**src/kmp_pkg.sv**
```systemverilog
// Package for the kana-to-mora parser: mora and token types, code point
// constants and the hiragana syllable table. No dependencies.
package kmp_pkg;

  // Kind of a mora as it leaves the block.
  typedef enum logic [2:0] {
    KIND_CV     = 3'd0,
    KIND_PAUSE  = 3'd1,
    KIND_SOKUON = 3'd2,
    KIND_LONG   = 3'd3,
    KIND_NASAL  = 3'd4,
    KIND_EMPTY  = 3'd5
  } kind_e;

  // Class of a code point as the front end sees it.
  typedef enum logic [1:0] {
    TOK_NONE   = 2'd0,
    TOK_PAUSE  = 2'd1,
    TOK_MORA   = 2'd2,
    TOK_SMALLY = 2'd3
  } tok_cls_e;

  localparam logic [4:0] CONS_NONE  = 5'd0;
  localparam logic [2:0] VOWEL_A    = 3'd0;
  localparam logic [2:0] VOWEL_I    = 3'd1;
  localparam logic [2:0] VOWEL_U    = 3'd2;
  localparam logic [2:0] VOWEL_O    = 3'd4;
  localparam logic [2:0] VOWEL_NONE = 3'd5;

  // Code points with a meaning of their own.
  localparam logic [20:0] CP_IDEO_COMMA = 21'h3001;
  localparam logic [20:0] CP_IDEO_STOP  = 21'h3002;
  localparam logic [20:0] CP_IDEO_SPACE = 21'h3000;
  localparam logic [20:0] CP_FW_COMMA   = 21'hFF0C;
  localparam logic [20:0] CP_COMMA      = 21'h00002C;
  localparam logic [20:0] CP_STOP       = 21'h00002E;
  localparam logic [20:0] CP_SPACE      = 21'h000020;
  localparam logic [20:0] CP_LF         = 21'h00000A;
  localparam logic [20:0] CP_CR         = 21'h00000D;
  localparam logic [20:0] CP_TAB        = 21'h000009;
  localparam logic [20:0] CP_SMALL_TSU  = 21'h3063;
  localparam logic [20:0] CP_KATA_TSU   = 21'h30C3;
  localparam logic [20:0] CP_LONG_MARK  = 21'h30FC;
  localparam logic [20:0] CP_HIRA_N     = 21'h3093;
  localparam logic [20:0] CP_KATA_N     = 21'h30F3;
  localparam logic [20:0] CP_SMALL_YA   = 21'h3083;
  localparam logic [20:0] CP_SMALL_YU   = 21'h3085;
  localparam logic [20:0] CP_SMALL_YO   = 21'h3087;

  // Syllable table covering the hiragana block from plain a upwards.
  localparam logic [20:0] TAB_BASE = 21'h3042;
  localparam int          TAB_LEN  = 81;
  localparam logic [20:0] TAB_LAST = 21'h3092;
  localparam logic [7:0]  SYL_NONE = 8'hFF;

  // Each entry holds the consonant in the upper five bits, the vowel below.
  localparam logic [7:0] SYL_TAB [TAB_LEN] = '{
    {5'd0, 3'd0}, SYL_NONE, {5'd0, 3'd1}, SYL_NONE, {5'd0, 3'd2}, SYL_NONE,
    {5'd0, 3'd3}, SYL_NONE, {5'd0, 3'd4},
    {5'd1, 3'd0}, {5'd2, 3'd0}, {5'd1, 3'd1}, {5'd2, 3'd1}, {5'd1, 3'd2},
    {5'd2, 3'd2}, {5'd1, 3'd3}, {5'd2, 3'd3}, {5'd1, 3'd4}, {5'd2, 3'd4},
    {5'd3, 3'd0}, {5'd5, 3'd0}, {5'd4, 3'd1}, {5'd6, 3'd1}, {5'd3, 3'd2},
    {5'd5, 3'd2}, {5'd3, 3'd3}, {5'd5, 3'd3}, {5'd3, 3'd4}, {5'd5, 3'd4},
    {5'd7, 3'd0}, {5'd10, 3'd0}, {5'd8, 3'd1}, {5'd6, 3'd1}, SYL_NONE,
    {5'd9, 3'd2}, {5'd5, 3'd2}, {5'd7, 3'd3}, {5'd10, 3'd3}, {5'd7, 3'd4},
    {5'd10, 3'd4},
    {5'd11, 3'd0}, {5'd11, 3'd1}, {5'd11, 3'd2}, {5'd11, 3'd3}, {5'd11, 3'd4},
    {5'd12, 3'd0}, {5'd15, 3'd0}, {5'd16, 3'd0}, {5'd13, 3'd1}, {5'd15, 3'd1},
    {5'd16, 3'd1}, {5'd14, 3'd2}, {5'd15, 3'd2}, {5'd16, 3'd2},
    {5'd12, 3'd3}, {5'd15, 3'd3}, {5'd16, 3'd3}, {5'd12, 3'd4}, {5'd15, 3'd4},
    {5'd16, 3'd4},
    {5'd17, 3'd0}, {5'd17, 3'd1}, {5'd17, 3'd2}, {5'd17, 3'd3}, {5'd17, 3'd4},
    SYL_NONE, {5'd18, 3'd0}, SYL_NONE, {5'd18, 3'd2}, SYL_NONE, {5'd18, 3'd4},
    {5'd19, 3'd0}, {5'd19, 3'd1}, {5'd19, 3'd2}, {5'd19, 3'd3}, {5'd19, 3'd4},
    SYL_NONE, {5'd20, 3'd0}, {5'd20, 3'd1}, {5'd20, 3'd3}, {5'd0, 3'd4}
  };

  // One classified code point, as it travels through the queue.
  typedef struct packed {
    tok_cls_e   cls;
    kind_e      kind;
    logic [4:0] cons;
    logic [2:0] vowel;
    logic       last;
  } tok_t;

  // The held mora.
  typedef struct packed {
    logic       valid;
    kind_e      kind;
    logic [4:0] cons;
    logic [2:0] vowel;
    logic       pal;
  } hold_t;

  // One result item.
  typedef struct packed {
    kind_e      kind;
    logic [4:0] cons;
    logic [2:0] vowel;
    logic       pal;
    logic       last;
  } mora_t;

  localparam hold_t HOLD_RESET = '{valid: 1'b0, kind: KIND_CV, cons: CONS_NONE,
                                   vowel: VOWEL_A, pal: 1'b0};

  localparam mora_t MORA_EMPTY = '{kind: KIND_EMPTY, cons: CONS_NONE,
                                   vowel: VOWEL_NONE, pal: 1'b0, last: 1'b1};

  // Queue full flag and push request as the front end sees them.
  typedef struct packed {
    logic full;
    logic push;
  } q_ctl_t;

endpackage

```
**src/kmp_front.sv**
```systemverilog
// Front end of the kana-to-mora parser: accepts code points and classifies
// them into tokens for the queue. Depends on kmp_pkg.
module kmp_front (
  input  logic            cp_valid,
  output logic            cp_ready,
  input  logic [20:0]     code_point,
  input  logic            end_of_text,
  input  logic            q_full,
  output kmp_pkg::q_ctl_t q_ctl,
  output kmp_pkg::tok_t   tok
);

  logic [20:0] offset;
  logic [6:0]  tab_idx;
  logic [7:0]  syl;
  logic        in_tab;

  // A request is taken whenever the queue has room.
  assign cp_ready   = !q_full;
  assign q_ctl.full = q_full;
  assign q_ctl.push = cp_valid && !q_full;

  // Table lookup for the plain hiragana syllables.
  assign offset  = code_point - kmp_pkg::TAB_BASE;
  assign tab_idx = offset[6:0];
  assign in_tab  = (code_point >= kmp_pkg::TAB_BASE) && (code_point <= kmp_pkg::TAB_LAST);
  assign syl     = in_tab ? kmp_pkg::SYL_TAB[tab_idx] : kmp_pkg::SYL_NONE;

  // Classification, with punctuation taking precedence over everything else.
  always_comb begin
    tok.cls   = kmp_pkg::TOK_NONE;
    tok.kind  = kmp_pkg::KIND_CV;
    tok.cons  = kmp_pkg::CONS_NONE;
    tok.vowel = kmp_pkg::VOWEL_NONE;
    tok.last  = end_of_text;
    if (code_point == kmp_pkg::CP_IDEO_COMMA || code_point == kmp_pkg::CP_FW_COMMA ||
        code_point == kmp_pkg::CP_COMMA || code_point == kmp_pkg::CP_IDEO_STOP ||
        code_point == kmp_pkg::CP_STOP || code_point == kmp_pkg::CP_SPACE ||
        code_point == kmp_pkg::CP_IDEO_SPACE) begin
      tok.cls  = kmp_pkg::TOK_PAUSE;
      tok.kind = kmp_pkg::KIND_PAUSE;
    end else if (code_point == kmp_pkg::CP_LF || code_point == kmp_pkg::CP_CR ||
                 code_point == kmp_pkg::CP_TAB) begin
      tok.cls = kmp_pkg::TOK_NONE;
    end else if (code_point == kmp_pkg::CP_SMALL_TSU || code_point == kmp_pkg::CP_KATA_TSU) begin
      tok.cls  = kmp_pkg::TOK_MORA;
      tok.kind = kmp_pkg::KIND_SOKUON;
    end else if (code_point == kmp_pkg::CP_LONG_MARK) begin
      tok.cls  = kmp_pkg::TOK_MORA;
      tok.kind = kmp_pkg::KIND_LONG;
    end else if (code_point == kmp_pkg::CP_HIRA_N || code_point == kmp_pkg::CP_KATA_N) begin
      tok.cls  = kmp_pkg::TOK_MORA;
      tok.kind = kmp_pkg::KIND_NASAL;
    end else if (code_point == kmp_pkg::CP_SMALL_YA) begin
      tok.cls   = kmp_pkg::TOK_SMALLY;
      tok.vowel = kmp_pkg::VOWEL_A;
    end else if (code_point == kmp_pkg::CP_SMALL_YU) begin
      tok.cls   = kmp_pkg::TOK_SMALLY;
      tok.vowel = kmp_pkg::VOWEL_U;
    end else if (code_point == kmp_pkg::CP_SMALL_YO) begin
      tok.cls   = kmp_pkg::TOK_SMALLY;
      tok.vowel = kmp_pkg::VOWEL_O;
    end else if (syl != kmp_pkg::SYL_NONE) begin
      tok.cls   = kmp_pkg::TOK_MORA;
      tok.kind  = kmp_pkg::KIND_CV;
      tok.cons  = syl[7:3];
      tok.vowel = syl[2:0];
    end
  end

endmodule

```
**src/kmp_queue.sv**
```systemverilog
// Token queue between the front and back ends of the kana-to-mora parser.
// Depends on kmp_pkg.
module kmp_queue #(
  parameter int DEPTH = 4
) (
  input  logic            clk,
  input  logic            rst,
  input  kmp_pkg::q_ctl_t q_ctl,
  input  kmp_pkg::tok_t   wr_tok,
  output logic            full,
  input  logic            pop,
  output logic            head_valid,
  output kmp_pkg::tok_t   head
);

  localparam int PTR_W = (DEPTH > 1) ? $clog2(DEPTH) : 1;
  localparam int CNT_W = $clog2(DEPTH + 1);

  kmp_pkg::tok_t mem [DEPTH];
  logic [PTR_W-1:0] wr_ptr;
  logic [PTR_W-1:0] rd_ptr;
  logic [CNT_W-1:0] count;
  logic             do_pop;
  logic             wr_en;

  assign full       = (count == CNT_W'(DEPTH));
  assign head_valid = (count != '0);
  assign head       = mem[rd_ptr];
  assign do_pop     = pop && head_valid;
  assign wr_en      = q_ctl.push && !q_ctl.full;

  // Storage of the tokens themselves.
  always_ff @(posedge clk) begin
    if (wr_en) begin
      mem[wr_ptr] <= wr_tok;
    end
  end

  // Pointers and fill count.
  always_ff @(posedge clk) begin
    if (rst) begin
      wr_ptr <= '0;
      rd_ptr <= '0;
      count  <= '0;
    end else begin
      if (wr_en) begin
        wr_ptr <= (wr_ptr == PTR_W'(DEPTH - 1)) ? '0 : wr_ptr + 1'b1;
      end
      if (do_pop) begin
        rd_ptr <= (rd_ptr == PTR_W'(DEPTH - 1)) ? '0 : rd_ptr + 1'b1;
      end
      if (wr_en && !do_pop) begin
        count <= count + 1'b1;
      end else if (!wr_en && do_pop) begin
        count <= count - 1'b1;
      end
    end
  end

`ifndef SYNTHESIS
  a_no_push_full: assert property (@(posedge clk) disable iff (rst)
    q_ctl.push |-> !full) else $error("queue written while full");
  a_count_bound: assert property (@(posedge clk) disable iff (rst)
    count <= CNT_W'(DEPTH)) else $error("fill count above the depth");
  a_no_pop_empty: assert property (@(posedge clk) disable iff (rst)
    pop |-> head_valid) else $error("pop from an empty queue");
`endif

endmodule

```
**src/kmp_back.sv**
```systemverilog
// Back end of the kana-to-mora parser: holds the newest mora, merges small
// ya/yu/yo, and drives the result register. Depends on kmp_pkg.
module kmp_back (
  input  logic          clk,
  input  logic          rst,
  input  logic          head_valid,
  input  kmp_pkg::tok_t head,
  output logic          pop,
  output logic          mora_valid,
  input  logic          mora_ready,
  output kmp_pkg::mora_t mora
);

  kmp_pkg::hold_t held;
  kmp_pkg::hold_t held_next;
  kmp_pkg::hold_t nh;
  logic           half_done;
  logic           half_done_next;
  logic           can_load;
  logic           pause_ok;
  logic           merge;
  logic           fresh;
  logic           emit;
  kmp_pkg::mora_t emit_mora;
  kmp_pkg::mora_t held_mora;

  assign can_load = !mora_valid || mora_ready;

  // What the head token does to the held mora.
  always_comb begin
    pause_ok = held.valid && (held.kind != kmp_pkg::KIND_PAUSE);
    merge    = (head.cls == kmp_pkg::TOK_SMALLY) && held.valid &&
               (held.kind == kmp_pkg::KIND_CV) && (held.vowel == kmp_pkg::VOWEL_I) &&
               (held.cons != kmp_pkg::CONS_NONE);
    case (head.cls)
      kmp_pkg::TOK_PAUSE:  fresh = pause_ok;
      kmp_pkg::TOK_MORA:   fresh = 1'b1;
      kmp_pkg::TOK_SMALLY: fresh = 1'b0;
      default:             fresh = 1'b0;
    endcase
    nh = held;
    if (fresh) begin
      nh = '{valid: 1'b1, kind: head.kind, cons: head.cons, vowel: head.vowel, pal: 1'b0};
    end else if (merge) begin
      nh.vowel = head.vowel;
      nh.pal   = 1'b1;
    end
    held_mora = '{kind: held.kind, cons: held.cons, vowel: held.vowel, pal: held.pal,
                  last: 1'b0};
  end

  // Result selection and state update for the head token.
  always_comb begin
    emit           = 1'b0;
    emit_mora      = held_mora;
    pop            = 1'b0;
    held_next      = held;
    half_done_next = half_done;
    if (head_valid) begin
      if (half_done) begin
        // Second result of a fresh mora that also ends the text.
        emit           = 1'b1;
        emit_mora.last = 1'b1;
        if (can_load) begin
          pop            = 1'b1;
          held_next      = kmp_pkg::HOLD_RESET;
          half_done_next = 1'b0;
        end
      end else if (fresh && held.valid) begin
        emit = 1'b1;
        if (can_load) begin
          held_next = nh;
          if (head.last) begin
            half_done_next = 1'b1;
          end else begin
            pop = 1'b1;
          end
        end
      end else if (head.last) begin
        emit = 1'b1;
        if (nh.valid) begin
          emit_mora = '{kind: nh.kind, cons: nh.cons, vowel: nh.vowel, pal: nh.pal,
                        last: 1'b1};
        end else begin
          emit_mora = kmp_pkg::MORA_EMPTY;
        end
        if (can_load) begin
          pop       = 1'b1;
          held_next = kmp_pkg::HOLD_RESET;
        end
      end else begin
        pop       = 1'b1;
        held_next = nh;
      end
    end
  end

  // Held mora and the flag for a split two-result request.
  always_ff @(posedge clk) begin
    if (rst) begin
      held      <= kmp_pkg::HOLD_RESET;
      half_done <= 1'b0;
    end else begin
      held      <= held_next;
      half_done <= half_done_next;
    end
  end

  // Result register.
  always_ff @(posedge clk) begin
    if (rst) begin
      mora_valid <= 1'b0;
    end else if (can_load) begin
      mora_valid <= emit;
    end
  end

  always_ff @(posedge clk) begin
    if (can_load && emit) begin
      mora <= emit_mora;
    end
  end

`ifndef SYNTHESIS
  a_half_has_result: assert property (@(posedge clk) disable iff (rst)
    half_done |-> (mora_valid && head_valid && held.valid))
    else $error("split request without pending result or held mora");
  a_idle_not_palatal: assert property (@(posedge clk) disable iff (rst)
    !held.valid |-> !held.pal) else $error("palatal mark with nothing held");
  a_empty_is_last: assert property (@(posedge clk) disable iff (rst)
    (mora_valid && mora.kind == kmp_pkg::KIND_EMPTY) |->
      (mora.last && mora.vowel == kmp_pkg::VOWEL_NONE))
    else $error("empty marker not final");
`endif

endmodule

```
**src/kana_to_mora_parser_core.sv**
```systemverilog
// Kana-to-mora parser, top level: front end, token queue and back end.
// Depends on kmp_pkg, kmp_front, kmp_queue and kmp_back.
//
// Usage: code points arrive on the cp channel (cp_valid/cp_ready) with
// end_of_text set on the last one of a string. Morae leave on the mora
// channel (mora_valid/mora_ready), one per request, with last_of_text set
// on the final mora of the string; a string that yields no mora gives one
// empty-string marker instead.
// The newest mora is held back until the next mora, or the end of the text,
// releases it; the result is registered after the token queue. The block
// takes one code point per cycle while the queue has room. The back end
// produces at most one result per cycle, so a code point that ends the text
// and also releases a held mora occupies it for both results; the token
// queue (QUEUE_DEPTH entries) absorbs these and short receiver stalls.
// When the receiver stalls, the result register holds its mora, the back
// end waits, and cp_ready falls once the queue is full.
// Reset clears the queue, the held mora and the result register; the next
// string then starts fresh.
module kana_to_mora_parser_core #(
  parameter int QUEUE_DEPTH = 4
) (
  input  logic        clk,
  input  logic        rst,
  input  logic        cp_valid,
  output logic        cp_ready,
  input  logic [20:0] code_point,
  input  logic        end_of_text,
  output logic        mora_valid,
  input  logic        mora_ready,
  output logic [2:0]  mora_kind,
  output logic [4:0]  consonant,
  output logic [2:0]  vowel,
  output logic        palatalized,
  output logic        last_of_text
);

  kmp_pkg::q_ctl_t q_ctl;
  kmp_pkg::tok_t   wr_tok;
  kmp_pkg::tok_t   head;
  kmp_pkg::mora_t  mora;
  logic            q_full;
  logic            head_valid;
  logic            pop;

  // Classification of incoming code points.
  kmp_front u_front (
    .cp_valid    (cp_valid),
    .cp_ready    (cp_ready),
    .code_point  (code_point),
    .end_of_text (end_of_text),
    .q_full      (q_full),
    .q_ctl       (q_ctl),
    .tok         (wr_tok)
  );

  // Queue between the two halves.
  kmp_queue #(
    .DEPTH (QUEUE_DEPTH)
  ) u_queue (
    .clk        (clk),
    .rst        (rst),
    .q_ctl      (q_ctl),
    .wr_tok     (wr_tok),
    .full       (q_full),
    .pop        (pop),
    .head_valid (head_valid),
    .head       (head)
  );

  // Mora assembly and output.
  kmp_back u_back (
    .clk        (clk),
    .rst        (rst),
    .head_valid (head_valid),
    .head       (head),
    .pop        (pop),
    .mora_valid (mora_valid),
    .mora_ready (mora_ready),
    .mora       (mora)
  );

  assign mora_kind    = mora.kind;
  assign consonant    = mora.cons;
  assign vowel        = mora.vowel;
  assign palatalized  = mora.pal;
  assign last_of_text = mora.last;

endmodule
```
**config.mk**
```make
export PLATFORM = sky130hd
export DESIGN_NAME = kana_to_mora_parser_core
export DESIGN_NICKNAME = d
export VERILOG_FILES = /design/src/kmp_pkg.sv /design/src/kmp_front.sv /design/src/kmp_queue.sv /design/src/kmp_back.sv /design/src/kana_to_mora_parser_core.sv
export SDC_FILE = /design/constraint.sdc
export NUM_CORES = 1
export LEC_CHECK = 0
export BUFFER_PORTS_ARGS = -buffer_cell sky130_fd_sc_hd__buf_2
export CAP_MARGIN = 40
export CORE_ASPECT_RATIO = 1.25
export CORE_MARGIN = 2
export CORE_UTILIZATION = 50
export CTS_CLUSTER_SIZE = 10
export DETAILED_ROUTE_END_ITERATION = 8
export GPL_TIMING_DRIVEN = 0
export PLACE_DENSITY = 0.79
export SKIP_CTS_REPAIR_TIMING = 1
export SKIP_LAST_GASP = 1
export SYNTH_ARGS = -nofsm -noshare
export SYNTH_HDL_FRONTEND = slang
export SYNTH_SLANG_ARGS = --single-unit
```
**constraint.sdc**
```tcl
create_clock -name clk -period 9.9 [get_ports clk]
set_clock_uncertainty 0.2 [all_clocks]
set_input_delay 1.98 -clock clk [delete_from_list [all_inputs] [get_ports clk]]
set_output_delay 1.98 -clock clk [all_outputs]
set_load 0.03 [all_outputs]
```
## Yosys cells after proc, flatten, opt, wreduce, memory -nomap -nowiden

Memories as Yosys holds them, arrays and structs flattened. A register that Yosys moved wholly into a read port is not among the register bits.
Index checks and enable logic that the tools add are counted.

| storage, ports and cells | value |
|---|---|
| output and inout bits | 15 |
| RAM bits | 56 |
| register bits after elaboration | 35 |
| memories | 2 |
| input port bits | 26 |
| memory bits (read-only) | 1,024 |
| logic and storage cells | 156 |

| cells by class | value |
|---|---|
| magnitude comparators | 3 |
| mux-type cells | 69 |
| reduce and logical (&&, ||, !) cells | 33 |
| add/sub/neg operators | 5 |
| bitwise gates (word level) | 1 |
| eq/ne operators | 28 |

Memory list:

| name | depth | bits a word | rd ports | clocked after memory_dff | write ports | line | source |
|---|---|---|---|---|---|---|---|
| (no name shown) | 128 | 8 | 1 | 0 | 0 | kmp_front.sv:27 | `assign syl = in_tab ? kmp_pkg::SYL_TAB[tab_idx] : kmp_pkg::SYL_NONE;` |
| u_queue.mem | 4 | 14 | 1 | 1 | 1 | kmp_queue.sv:19 | `kmp_pkg::tok_t mem [DEPTH];` |

Operator list:

| cell | number |
|---|---|
| 13-bit 2-to-1 mux | 18 |
| 21-bit by 14-bit == test with 1-bit output (second input constant) | 11 |
| 8-bit 2-to-1 mux | 10 |
| 21-bit by 4-bit == test with 1-bit output (second input constant) | 3 |
| 21-bit by 6-bit == test with 1-bit output (second input constant) | 3 |
| 21-bit by 16-bit == test with 1-bit output (second input constant) | 1 |
| 21-bit by 14-bit greater-or-equal comparator with 1-bit output (second input constant) | 1 |
| 21-bit by 14-bit <= comparator with 1-bit output (second input constant) | 1 |
| 5-bit 2-to-1 mux | 4 |
| 1-bit 2-to-1 mux | 18 |
| 2-bit 2-to-1 mux | 8 |
| 3-bit 2-to-1 mux | 5 |
| 1-bit logical AND | 13 |
| 12-bit 2-to-1 mux | 1 |
| 1-bit logical OR | 11 |
| 11-bit 2-to-1 mux | 1 |
| 9-bit 2-to-1 mux | 1 |
| 2-bit == test (second input constant) | 4 |
| 8-bit greater-or-equal comparator (second input constant) | 1 |
| 4-bit 2-to-1 mux | 2 |
| 8-bit != test (second input constant) | 1 |
| 7-bit NOT with 8-bit output | 1 |
| 7-bit subtractor (second input constant) | 1 |
| 3-bit by 1-bit != test with 1-bit output (second input constant) | 2 |
| other kinds (13) | 17 |

## Logic depth before layout (Yosys ltp)

Gate-level depths: netlist (run 1).

| depth | value |
|---|---|
| depth in word-level cells | 24 |
| depth in mapped cells | 18 |
| mapped depth without buffers | 14 |

## Modules after synthesis

From an unflattened synthesis (run 1), not the netlist that was laid out.

| unflattened totals | value |
|---|---|
| cell total of the unflattened synthesis | 510 |
| area, all modules | 5,574.1 µm² |

Modules (own cells, without submodules):

| module | area each (µm²) | times used | sequential area each (µm²) | cells an instance |
|---|---|---|---|---|
| kmp_queue | 2,517.4 | 1 | 1,861.8 | 119 |
| kmp_front | 1,652.8 | 1 | 0.0 | 264 |
| kmp_back | 1,403.8 | 1 | 690.7 | 127 |

## Least setup slack after synthesis (run 1)

OpenSTA, ideal clock, no wires.

| path | value |
|---|---|
| path type | input to register |
| start | input port code_point[2] |
| end | memory u_queue.mem[0][8] (netlist name) (data pin) |
| arrival time | 4.960 ns |
| stages | 10 |
| setup time | 0.263 ns |
| path buffers | 1 |
| data required time | 9.437 ns |
| path slack | 4.477 ns |
| path through | clkbuf_1 > inv_1 > ha_1 > ha_1 > mux4_2 > a2111oi_0 > o32ai_2 > nor4_2 > a2111oi_4 > and2_1 |

RTL lines:

| what | line | source |
|---|---|---|
| from (decl) | kana_to_mora_parser_core.sv:26 | `input logic [20:0] code_point,` |
| to (decl) | kmp_queue.sv:19 |  |

==> results.yml, run 1 <==
yosys:
  syn-num-nets: 582
  yosys.area_share.adder_pct: 4.969
  yosysSeqAreaShare_pct: 44.85
  synth_area_um2: 5690
  yosysMostFrequentCell: "edfxtp_1"
  yosys.area.top_type_share_pct: 36.41
  synth-async-reset-ratio_pct: 0
  yosysWarnings: 0
  synth_common_cells: "edfxtp_1, nor2_1, nand2_1, o21ai_0, a21oi_1"
  synth_seq_cells: 93
  synth.distinct_cells: 84
  synth_area_per_cell_um2: 10.66
  synth-simple-area-share_pct: 17.63
  synthFlopType: "edfxtp_1"
  synth_top_family_by_area: "simple AND/OR/NAND/NOR gates"
  synth_edf_count: 69
  synth-compound-area-share_pct: 16.56
  synth_mux_area_share_pct: 8.993
  yosys.area.top_type: "edfxtp_1"
  synth_cells: 534
  synth-xor-area-share_pct: 1.825
  ys_top_cells_by_area: "edfxtp_1, dfxtp_1, mux4_2"
place:
  hpwl_mm: 10.14
  pre_cts_slack_ns: 3.463
  gp_congestion: 0.9520
  portBuffers: 38
  placed_cell_area_um2: 6061
clock_network:
  cts_tree: "done"
  cts_inserted_buffers: 9
  clk_latency_ns: 0.34
  cts_buffer_depth: 2
  root_buffer: "clkbuf_16"
  htreeDepth: 3
  clkTransAtPathRegs_ns: 0.06
  cts_sinks: 93
run:
  maxCapViolations: 0
power_and_ir_drop:
  vdd_drop_max_mv: 0.1142
  cellPowerDensity_nw_per_um2: 220.6
  p_leak_nw: 2.289
floorplan:
  die_y_um: 123.3
  core-area_um2: 11080
  num_rows: 43
  ios: 41
  start_util_pct: 51.34
  die_area_um2: 12260
  die_w_um: 99.42
route:
  wl_mm: 13.54
  first_pass_iters: 5
  drtIter0Drc: 365
  drc: 0
  vias: 4513
  ant_nets: 0
  wl_per_cell_um: 18.68
  vias_per_cell: 6.225
sta:
  setup_viol_count_final: 0
  max_freq_mhz: 160.9
  fin_crit_ns: 6.216
  layout_setup_ws_ns: 3.684
  tns_ns: 0
  post-route-period-util_pct: 62.78
  slew_violations: 0
  hold_viol: 0
  worst_pin_slew_ns: 0.7991
  rsz0062_at_grt: "no"
  relSlewSlack_pct: 46.73
critical_path:
  crit_type: "in2reg"
  cp-end-kind: "flip-flop"
  path_max_fanout: 10
  start_kind: "input port"
  cp.required_ns: 9.72
  crit_arrival_ns: 6.04
global_route:
  grtUsageTotal_pct: 22.58
  grt_max_degree: 16
  grt_pass1_wl_mm: 21.82
  antenna_found_initial: 0
  grt_overflow_total: 0
  first_global_vias: 4473
final_layout:
  areaGrowthSynthToFinish_pct: 12.07
  diodes: 0
  design_area_um2: 6377
  drive_above_1_share_pct: 19.49
  finish.utilization_pct: 57.54
  finish.net_count: 633
min_path:
  min_path_type: "reg2reg"
status:
  outcome: "finished clean"
## worst max-delay path, cell delays in order
cell and delay (ns):
buf_2 0.11, clkbuf_1 0.36, inv_1 0.21, ha_1 0.28, ha_1 0.40, clkbuf_1 0.39
clkbuf_1 0.46, nand2_1 0.25, and3_1 0.25, o31ai_1 0.32, o21ai_1 0.14, nor4_2 0.49
a2111oi_4 0.19, a21boi_1 0.21
## cell type report
cell class,instances,area (µm²)
Buffer,42,230.2
Clock buffer,10,229.0
Clock inverter,6,87.58
Fill cell,920,4706
Inverter,17,63.81
Multi-Input combinational cell,382,2844
Sequential cell,93,2552
Tap cell,135,168.9
Timing Repair Buffer,40,201.4
## routing by layer
metal	global-route usage [%]	vias up	routed length [µm]
li1	-	2126	-
met1	25.94	2155	5431
met2	40.33	191	6913
met3	3.335	41	703
met4	12.50	0	493
met5	0	-	0
## sequential cells by signal (all words and copies together), names as in the netlist, named ones only
signal             count
u_back.half_done       1
u_queue.rd_ptr         2
u_back.mora           13
u_back.mora_valid      1
u_back.held           13
u_queue.count          3
u_queue.wr_ptr         2
u_queue.mem           56
## kinds of logic (layout without fill, tap and decap cells)
| logic type | Yosys count | after routing |
|---|---|---|
| AOI/OAI and AO/OA | 136 | 136 |
| xor gates and xnor gates | 11 | 11 |
| adders and majority gates | 22 | 22 |
| buffers and inverters | 59 | 115 |
| DFF | 93 | 93 |
| muxes | 31 | 31 |
| and+or+nand+nor | 182 | 182 |
## cells in the final DEF, fill, tap and decap left out, drive strengths merged, types with 4 or more instances in the layout
cell,count
o21ai,39
nor3b,4
mux4,15
a22oi,8
a311oi,7
or3,7
nand3,15
and2,5
xnor2,6
nor4,9
o211ai,7
a211oi,4
dfxtp,24
nand2b,14
and3,10
edfxtp,69
nand2,40
clkinv,4
inv,17
xor2,5
ha,21
clkbuf,43
a21oi,31
or4,5
mux2,11
nor3,9
o31ai,7
mux2i,5
nand4,4
buf,49
nor2,42
## worst paths after layout
| kind | depth (start not counted) | slack (ns) | endpoint | startpoint |
|---|---|---|---|---|
| min | 2 | 0.31 | u_back.held[3]$_SDFFE_PP0P_ | u_back.held[3]$_SDFFE_PP0P_ |
| max reg2reg | 18 | 4.84 | u_queue.count[2]$_SDFFE_PP0P_ | flip-flop |
| max | 14 | 3.68 | u_queue.mem[1][7]$_DFFE_PP_ | code_point[2] |
| min reg2reg | 2 | 0.31 | u_back.held[3]$_SDFFE_PP0P_ | u_back.held[3]$_SDFFE_PP0P_ |
## report_power, final
part	leakage (nW)	switching [mW]	internal [mW]	total (mW)
sequential	0.828	0.0265	0.491	0.517
clock	0.156	0.141	0.221	0.362
combinational	1.31	0.330	0.198	0.528
## metrics by stage
step,total power [mW],cells,hold WS [ns]
6_report,1.407,725,0.3127
3_3_place_gp,1.034,707,0.2891
3_5_place_dp,1.051,709,0.3015
4_1_cts,1.412,725,0.3100
5_1_grt,1.479,725,0.3384
2_1_floorplan,0.9175,534,0.2466
No activity file was read; power rests on OpenSTA's default activity.
==> run 2, diff against run 1 <==
Settings changed: PLACE_DENSITY 0.79 to 0.82.
Clock period 9.9 ns to 5.56 ns, I/O delays scaled along.
==> results.yml, run 2 (synthesis results as in run 1) <==
global_route:
  antenna_found_initial: 0
  grtUsageTotal_pct: 22.56
  grt_pass1_wl_mm: 21.80
  grt_overflow_total: 0
  first_global_vias: 4556
  grt_max_degree: 17
clock_network:
  clkTransAtPathRegs_ns: 0.07
  cts_tree: "done"
  root_buffer: "clkbuf_16"
  clk_latency_ns: 0.34
  htreeDepth: 3
  cts_buffer_depth: 2
  cts_sinks: 93
  cts_inserted_buffers: 9
min_path:
  min_path_type: "reg2reg"
  hp-start: "u_back.held[1]$_SDFFE_PP0P_"
power_and_ir_drop:
  swShare_pct: 35.66
  power_frac_clock_pct: 25.4
  vdd_drop_max_mv: 0.1988
  power.switching_mw: 0.9036
  p_leak_nw: 2.284
  cellPowerDensity_nw_per_um2: 396.9
  finalPower_mw: 2.534
  p_seq_share_pct: 36.4
  p_int_mw: 1.630
  combinationalPowerShare_pct: 38.2
place:
  pre_cts_slack_ns: 0.03826
  portBuffers: 38
  placed_cell_area_um2: 6068
  gp_congestion: 0.9650
  hpwl_mm: 9.825
  dpl.cell_count: 709
critical_path:
  slowest_stage: "o41ai_1"
  crit_top_cell: "clkbuf_1"
  critPathBufInv: 5
  cp.required_ns: 5.43
  path_cells: "buf_2 > clkbuf_1 > inv_1 > ha_1 > ha_1 > clkbuf_1 > clkbuf_1 > a311oi_1 > o41ai_1 > o21ai_1 > nor4_2 > a2111oi_4 > and2_1"
  start_kind: "input port"
  cp-end-kind: "flip-flop"
  cp_slowest_stage_delay_ns: 0.67
  crit_arrival_ns: 5.24
  regToRegSetupSlack_ns: 0.77
  path_max_fanout: 10
  crit_type: "in2reg"
  path_delay_family: "buffers and inverters"
  setup.worst_path.start: "code_point[2]"
sta:
  relSlewSlack_pct: 37.53
  layout_setup_ws_ns: 0.1899
  rsz0062_at_grt: "no"
  slew_violations: 0
  fin_crit_ns: 5.370
  post-route-period-util_pct: 96.58
  holdWs_ns: 0.3068
  tns_ns: 0
  max_freq_mhz: 186.2
  hold_viol: 0
  worst_pin_slew_ns: 0.9135
  setup_viol_count_final: 0
route:
  drc: 0
  vias_per_cell: 6.429
  ant_nets: 0
  wl_mm: 13.67
  drtIter0Drc: 343
  first_pass_iters: 5
  vias: 4661
  wl_per_cell_um: 18.85
final_layout:
  design_area_um2: 6385
  final_cells: 725
  finish.net_count: 633
  finish.utilization_pct: 57.61
  top_regs: "u_queue.mem x56, u_back.held x13, u_back.mora x13"
  final_cell_mix: "edfxtp_1, buf_2, nor2_1, nand2_1, o21ai_0"
  mostFrequentLayoutCell: "edfxtp_1"
  drive_above_1_share_pct: 19.49
  diodes: 0
  largest_reg_flops: 56
  areaGrowthSynthToFinish_pct: 12.20
  regMostFlops: "u_queue.mem"
  fill_cells: 891
floorplan:
  start_util_pct: 51.34
  num_rows: 43
  die_w_um: 99.42
  ios: 41
  core-area_um2: 11080
  die_area_um2: 12260
  die_y_um: 123.3
status:
  outcome: "finished clean"
run:
  maxCapViolations: 0
[run 2: cell count changes in the layout (fill, tap and decap cells not counted)]
cell	before	now
clkinv_2	2	0
clkinv_4	2	0
clkinvlp_4	0	2
buf_1	2	1
buf_6	2	3
clkbuf_1	30	31
inv_6	0	1
[run 2: worst paths after layout]
kind,endpoint,cells past startpoint
worst max-delay path,u_queue.mem[0][8]$_DFFE_PP_,13
worst min register to register,u_back.held[1]$_SDFFE_PP0P_,2
worst min-delay path,u_back.held[1]$_SDFFE_PP0P_,2
worst max register to register,u_queue.count[2]$_SDFFE_PP0P_,18
[run 2: per-layer routing]
layer,vias to the layer above,wire length [µm],GRT usage [%]
li1,2134,-,-
met1,2202,5201,25.34
met2,266,6901,40.63
met3,59,910,3.222
met4,0,653,13.36
met5,-,0,0
[run 2: power groups by stage]
| stage | combinational [mW] | sequential, mW | clock (mW) |
|---|---|---|---|
| 3_5_place_dp | 0.943 | 0.937 | 0 |
| 4_1_cts | 0.959 | 0.923 | 0.646 |
| 5_1_grt | 1.05 | 0.935 | 0.674 |
| 3_3_place_gp | 0.906 | 0.931 | 0 |
| 2_1_floorplan | 0.615 | 1.02 | 0 |
| 6_report | 0.967 | 0.923 | 0.644 |
[run 2: final cells by class]
class | instances | area (µm²) | area share (%)
Buffer | 42 | 230.2 | 3.606
Clock buffer | 11 | 232.7 | 3.645
Clock inverter | 5 | 83.83 | 1.313
Inverter | 17 | 63.81 | 0.9994
Multi-Input combinational cell | 382 | 2844 | 44.54
Sequential cell | 93 | 2552 | 39.98
Tap cell | 135 | 168.9 | 2.646
Timing Repair Buffer | 40 | 209.0 | 3.273
[run 2: worst min-delay path, delay by kind of cell (launching register included)]
kind / cells / cell delay (ns)
AOI/OAI and AO/OA: 1 / 0.05
DFF: 1 / 0.35
and+or+nand+nor: 1 / 0.07
==> run 3, diff against run 2 <==
Settings changed: SYNTH_HIERARCHICAL set to 1.
==> results.yml, run 3 <==
status:
  outcome: "finished clean"
sta:
  max_freq_mhz: 193.7
  worst_pin_slew_ns: 0.8020
  rsz0062_at_grt: "no"
  setup_viol_count_final: 0
  hold_viol: 0
  post-route-period-util_pct: 92.87
  relSlewSlack_pct: 46.09
  fin_crit_ns: 5.164
  slew_violations: 0
  layout_setup_ws_ns: 0.3963
  tns_ns: 0
min_path:
  min_path_cells: 1
  hp-start: "u_back/held[0]$_SDFFE_PP0P_"
  min_path_type: "reg2reg"
  hold_end: "u_back/held[0]$_SDFFE_PP0P_"
floorplan:
  start_util_pct: 50.79
  core-area_um2: 10980
  die_y_um: 122.1
  die_area_um2: 12010
  ios: 41
  die_w_um: 98.44
  num_rows: 43
yosys:
  synth_cells: 510
  synthFlopType: "edfxtp_1"
  syn-num-nets: 558
  yosysWarnings: 6
  synth_edf_count: 69
  yosysSeqAreaShare_pct: 45.79
  yosys.area.top_type: "edfxtp_1"
  yosysMostFrequentCell: "edfxtp_1"
  synth-async-reset-ratio_pct: 0
  synth_seq_cells: 93
  yosys.area.top_type_share_pct: 37.17
  synth.distinct_cells: 83
  synth_area_um2: 5574
  ys_top_cells_by_area: "edfxtp_1, dfxtp_1, ha_1"
  synth_area_per_cell_um2: 10.93
  synth_common_cells: "edfxtp_1, nor2_1, nand2_1, o21ai_0, a21oi_1"
clock_network:
  clk_latency_ns: 0.34
  root_buffer: "clkbuf_16"
  cts_inserted_buffers: 9
  cts_buffer_depth: 2
  htreeDepth: 3
  clkTransAtPathRegs_ns: 0.06
  cts_tree: "done"
  cts_sinks: 93
global_route:
  grt_overflow_total: 0
  grt_pass1_wl_mm: 21.12
  grtUsageTotal_pct: 22.07
  grt_max_degree: 17
  antenna_found_initial: 0
  first_global_vias: 4325
critical_path:
  crit_type: "in2reg"
  path_max_fanout: 10
  cp_slowest_stage_delay_ns: 0.67
  worstRegToRegCells: 15
  cp-end-kind: "flip-flop"
  crit_arrival_ns: 5.05
  path_cells: "buf_2 > clkbuf_1 > inv_1 > ha_1 > clkbuf_1 > mux2_2 > a2111oi_0 > a31oi_1 > a221oi_1 > a211oi_1 > nand4_1 > o2111ai_2 > a211oi_1"
  cp.required_ns: 5.45
  start_kind: "input port"
  timing.rr.end: "u_queue/count[2]$_SDFFE_PP0P_"
  regToRegSetupSlack_ns: 1.30
  slowest_stage: "a2111oi_0"
route:
  drtIter0Drc: 312
  vias_per_cell: 6.377
  wl_per_cell_um: 18.61
  wl_mm: 12.99
  drc: 0
  first_pass_iters: 5
  ant_nets: 0
  vias: 4451
final_layout:
  finish.net_count: 606
  fill_cells: 932
  areaGrowthSynthToFinish_pct: 11.74
  diodes: 0
  top_regs: "u_queue/mem x56, u_back/held x13, u_back/mora x13"
  drive_above_1_share_pct: 17.94
  regMostFlops: "u_queue/mem"
  mostFrequentLayoutCell: "edfxtp_1"
  final_cell_mix: "edfxtp_1, buf_2, nor2_1, nand2_1, o21ai_0"
  largest_reg_flops: 56
power_and_ir_drop:
  cellPowerDensity_nw_per_um2: 400.4
  vdd_drop_max_mv: 0.1560
  p_leak_nw: 2.292
run:
  maxCapViolations: 0
place:
  portBuffers: 35
  hpwl_mm: 9.483
  gp_congestion: 0.9161
  pre_cts_slack_ns: 0.06715
==> run 3: changes by cell type in the layout (fill, tap and decap cells not counted), moves of 8 or more <==
| cell | delta |
|---|---|
| clkbuf_1 | -14 |
| nor2b_1 | +8 |
| o21ai_0 | -9 |
| a22oi_1 | -8 |
| mux2_2 | -9 |
| a22o_1 | +14 |
| and3_1 | -10 |
==> run 3: cell families (layout without fill, tap and decap cells) <==
family	count (synthesis)	in the layout	synth area share, %
buffers and inverters	51	104	4.355
XOR/XNOR	6	6	0.9428
adder cells (fa/ha/maj)	22	22	5.073
AND/OR/NAND/NOR	171	171	16.75
AO/OA/AOI/OAI	141	141	18.77
flip-flops	93	93	45.79
multiplexers	26	26	8.328
==> run 3: report_power, final <==
part / internal (mW) / switching, mW
combinational: 0.373 / 0.580
sequential: 0.882 / 0.0508
clock: 0.352 / 0.256
total: 1.61 / 0.886
==> run 3: worst max-delay path by stage <==
stage	endpoint	start	slack [ns]
final	u_queue/mem[1][8]$_DFFE_PP_	code_point[2]	0.40
after global routing	u_queue/mem[0][8]$_DFFE_PP_	code_point[2]	0.1
after CTS	u_queue/mem[1][8]$_DFFE_PP_	code_point[2]	0.48
after detailed placement	u_queue/mem[1][8]$_DFFE_PP_	code_point[2]	0.07
after global placement	u_queue/mem[0][8]$_DFFE_PP_	code_point[2]	0.21
after floorplan	u_queue/mem[0][8]$_DFFE_PP_	code_point[2]	1.28
==> run 3: final cells by class <==
| cell class | instances | area (µm²) | share of cell area [%] |
|---|---|---|---|
| buffer | 31 | 167.7 | 2.692 |
| tap | 135 | 168.9 | 2.712 |
| multi-input combinational | 366 | 2779 | 44.62 |
| inverter | 20 | 75.07 | 1.205 |
| clock inverter | 6 | 70.07 | 1.125 |
| clock buffer | 10 | 229.0 | 3.676 |
| sequential | 93 | 2552 | 40.98 |
| timing repair buffer | 37 | 186.4 | 2.993 |
==> run 3: layer usage <==
metal	routed length (µm)	vias up	track usage (%)
li1	-	2061	-
met1	5041	2142	25.80
met2	6680	212	39.92
met3	815	36	3.270
met4	450	0	10.10
met5	0	-	0
==> run 3: critical path, delay by kind of cell <==
family | cells | cell delay, ns
AOI/OAI and AO/OA | 6 | 2.14
adders and majority gates | 1 | 0.31
buffers and inverters | 4 | 0.94
muxes | 1 | 0.36
and+or+nand+nor | 1 | 0.18
==> run 3: stage by stage <==
stage	area (µm²)	utilization (%)	hold slack [ns]	instances	power, mW
2_1_floorplan	5574	-	0.2427	510	1.663
3_3_place_gp	5918	53.92	0.2519	680	1.846
3_5_place_dp	5929	54.02	0.2624	682	1.886
4_1_cts	6228	56.75	0.2750	698	2.501
5_1_grt	6228	56.75	0.2916	698	2.623
6_report	6228	56.75	0.2749	698	2.494
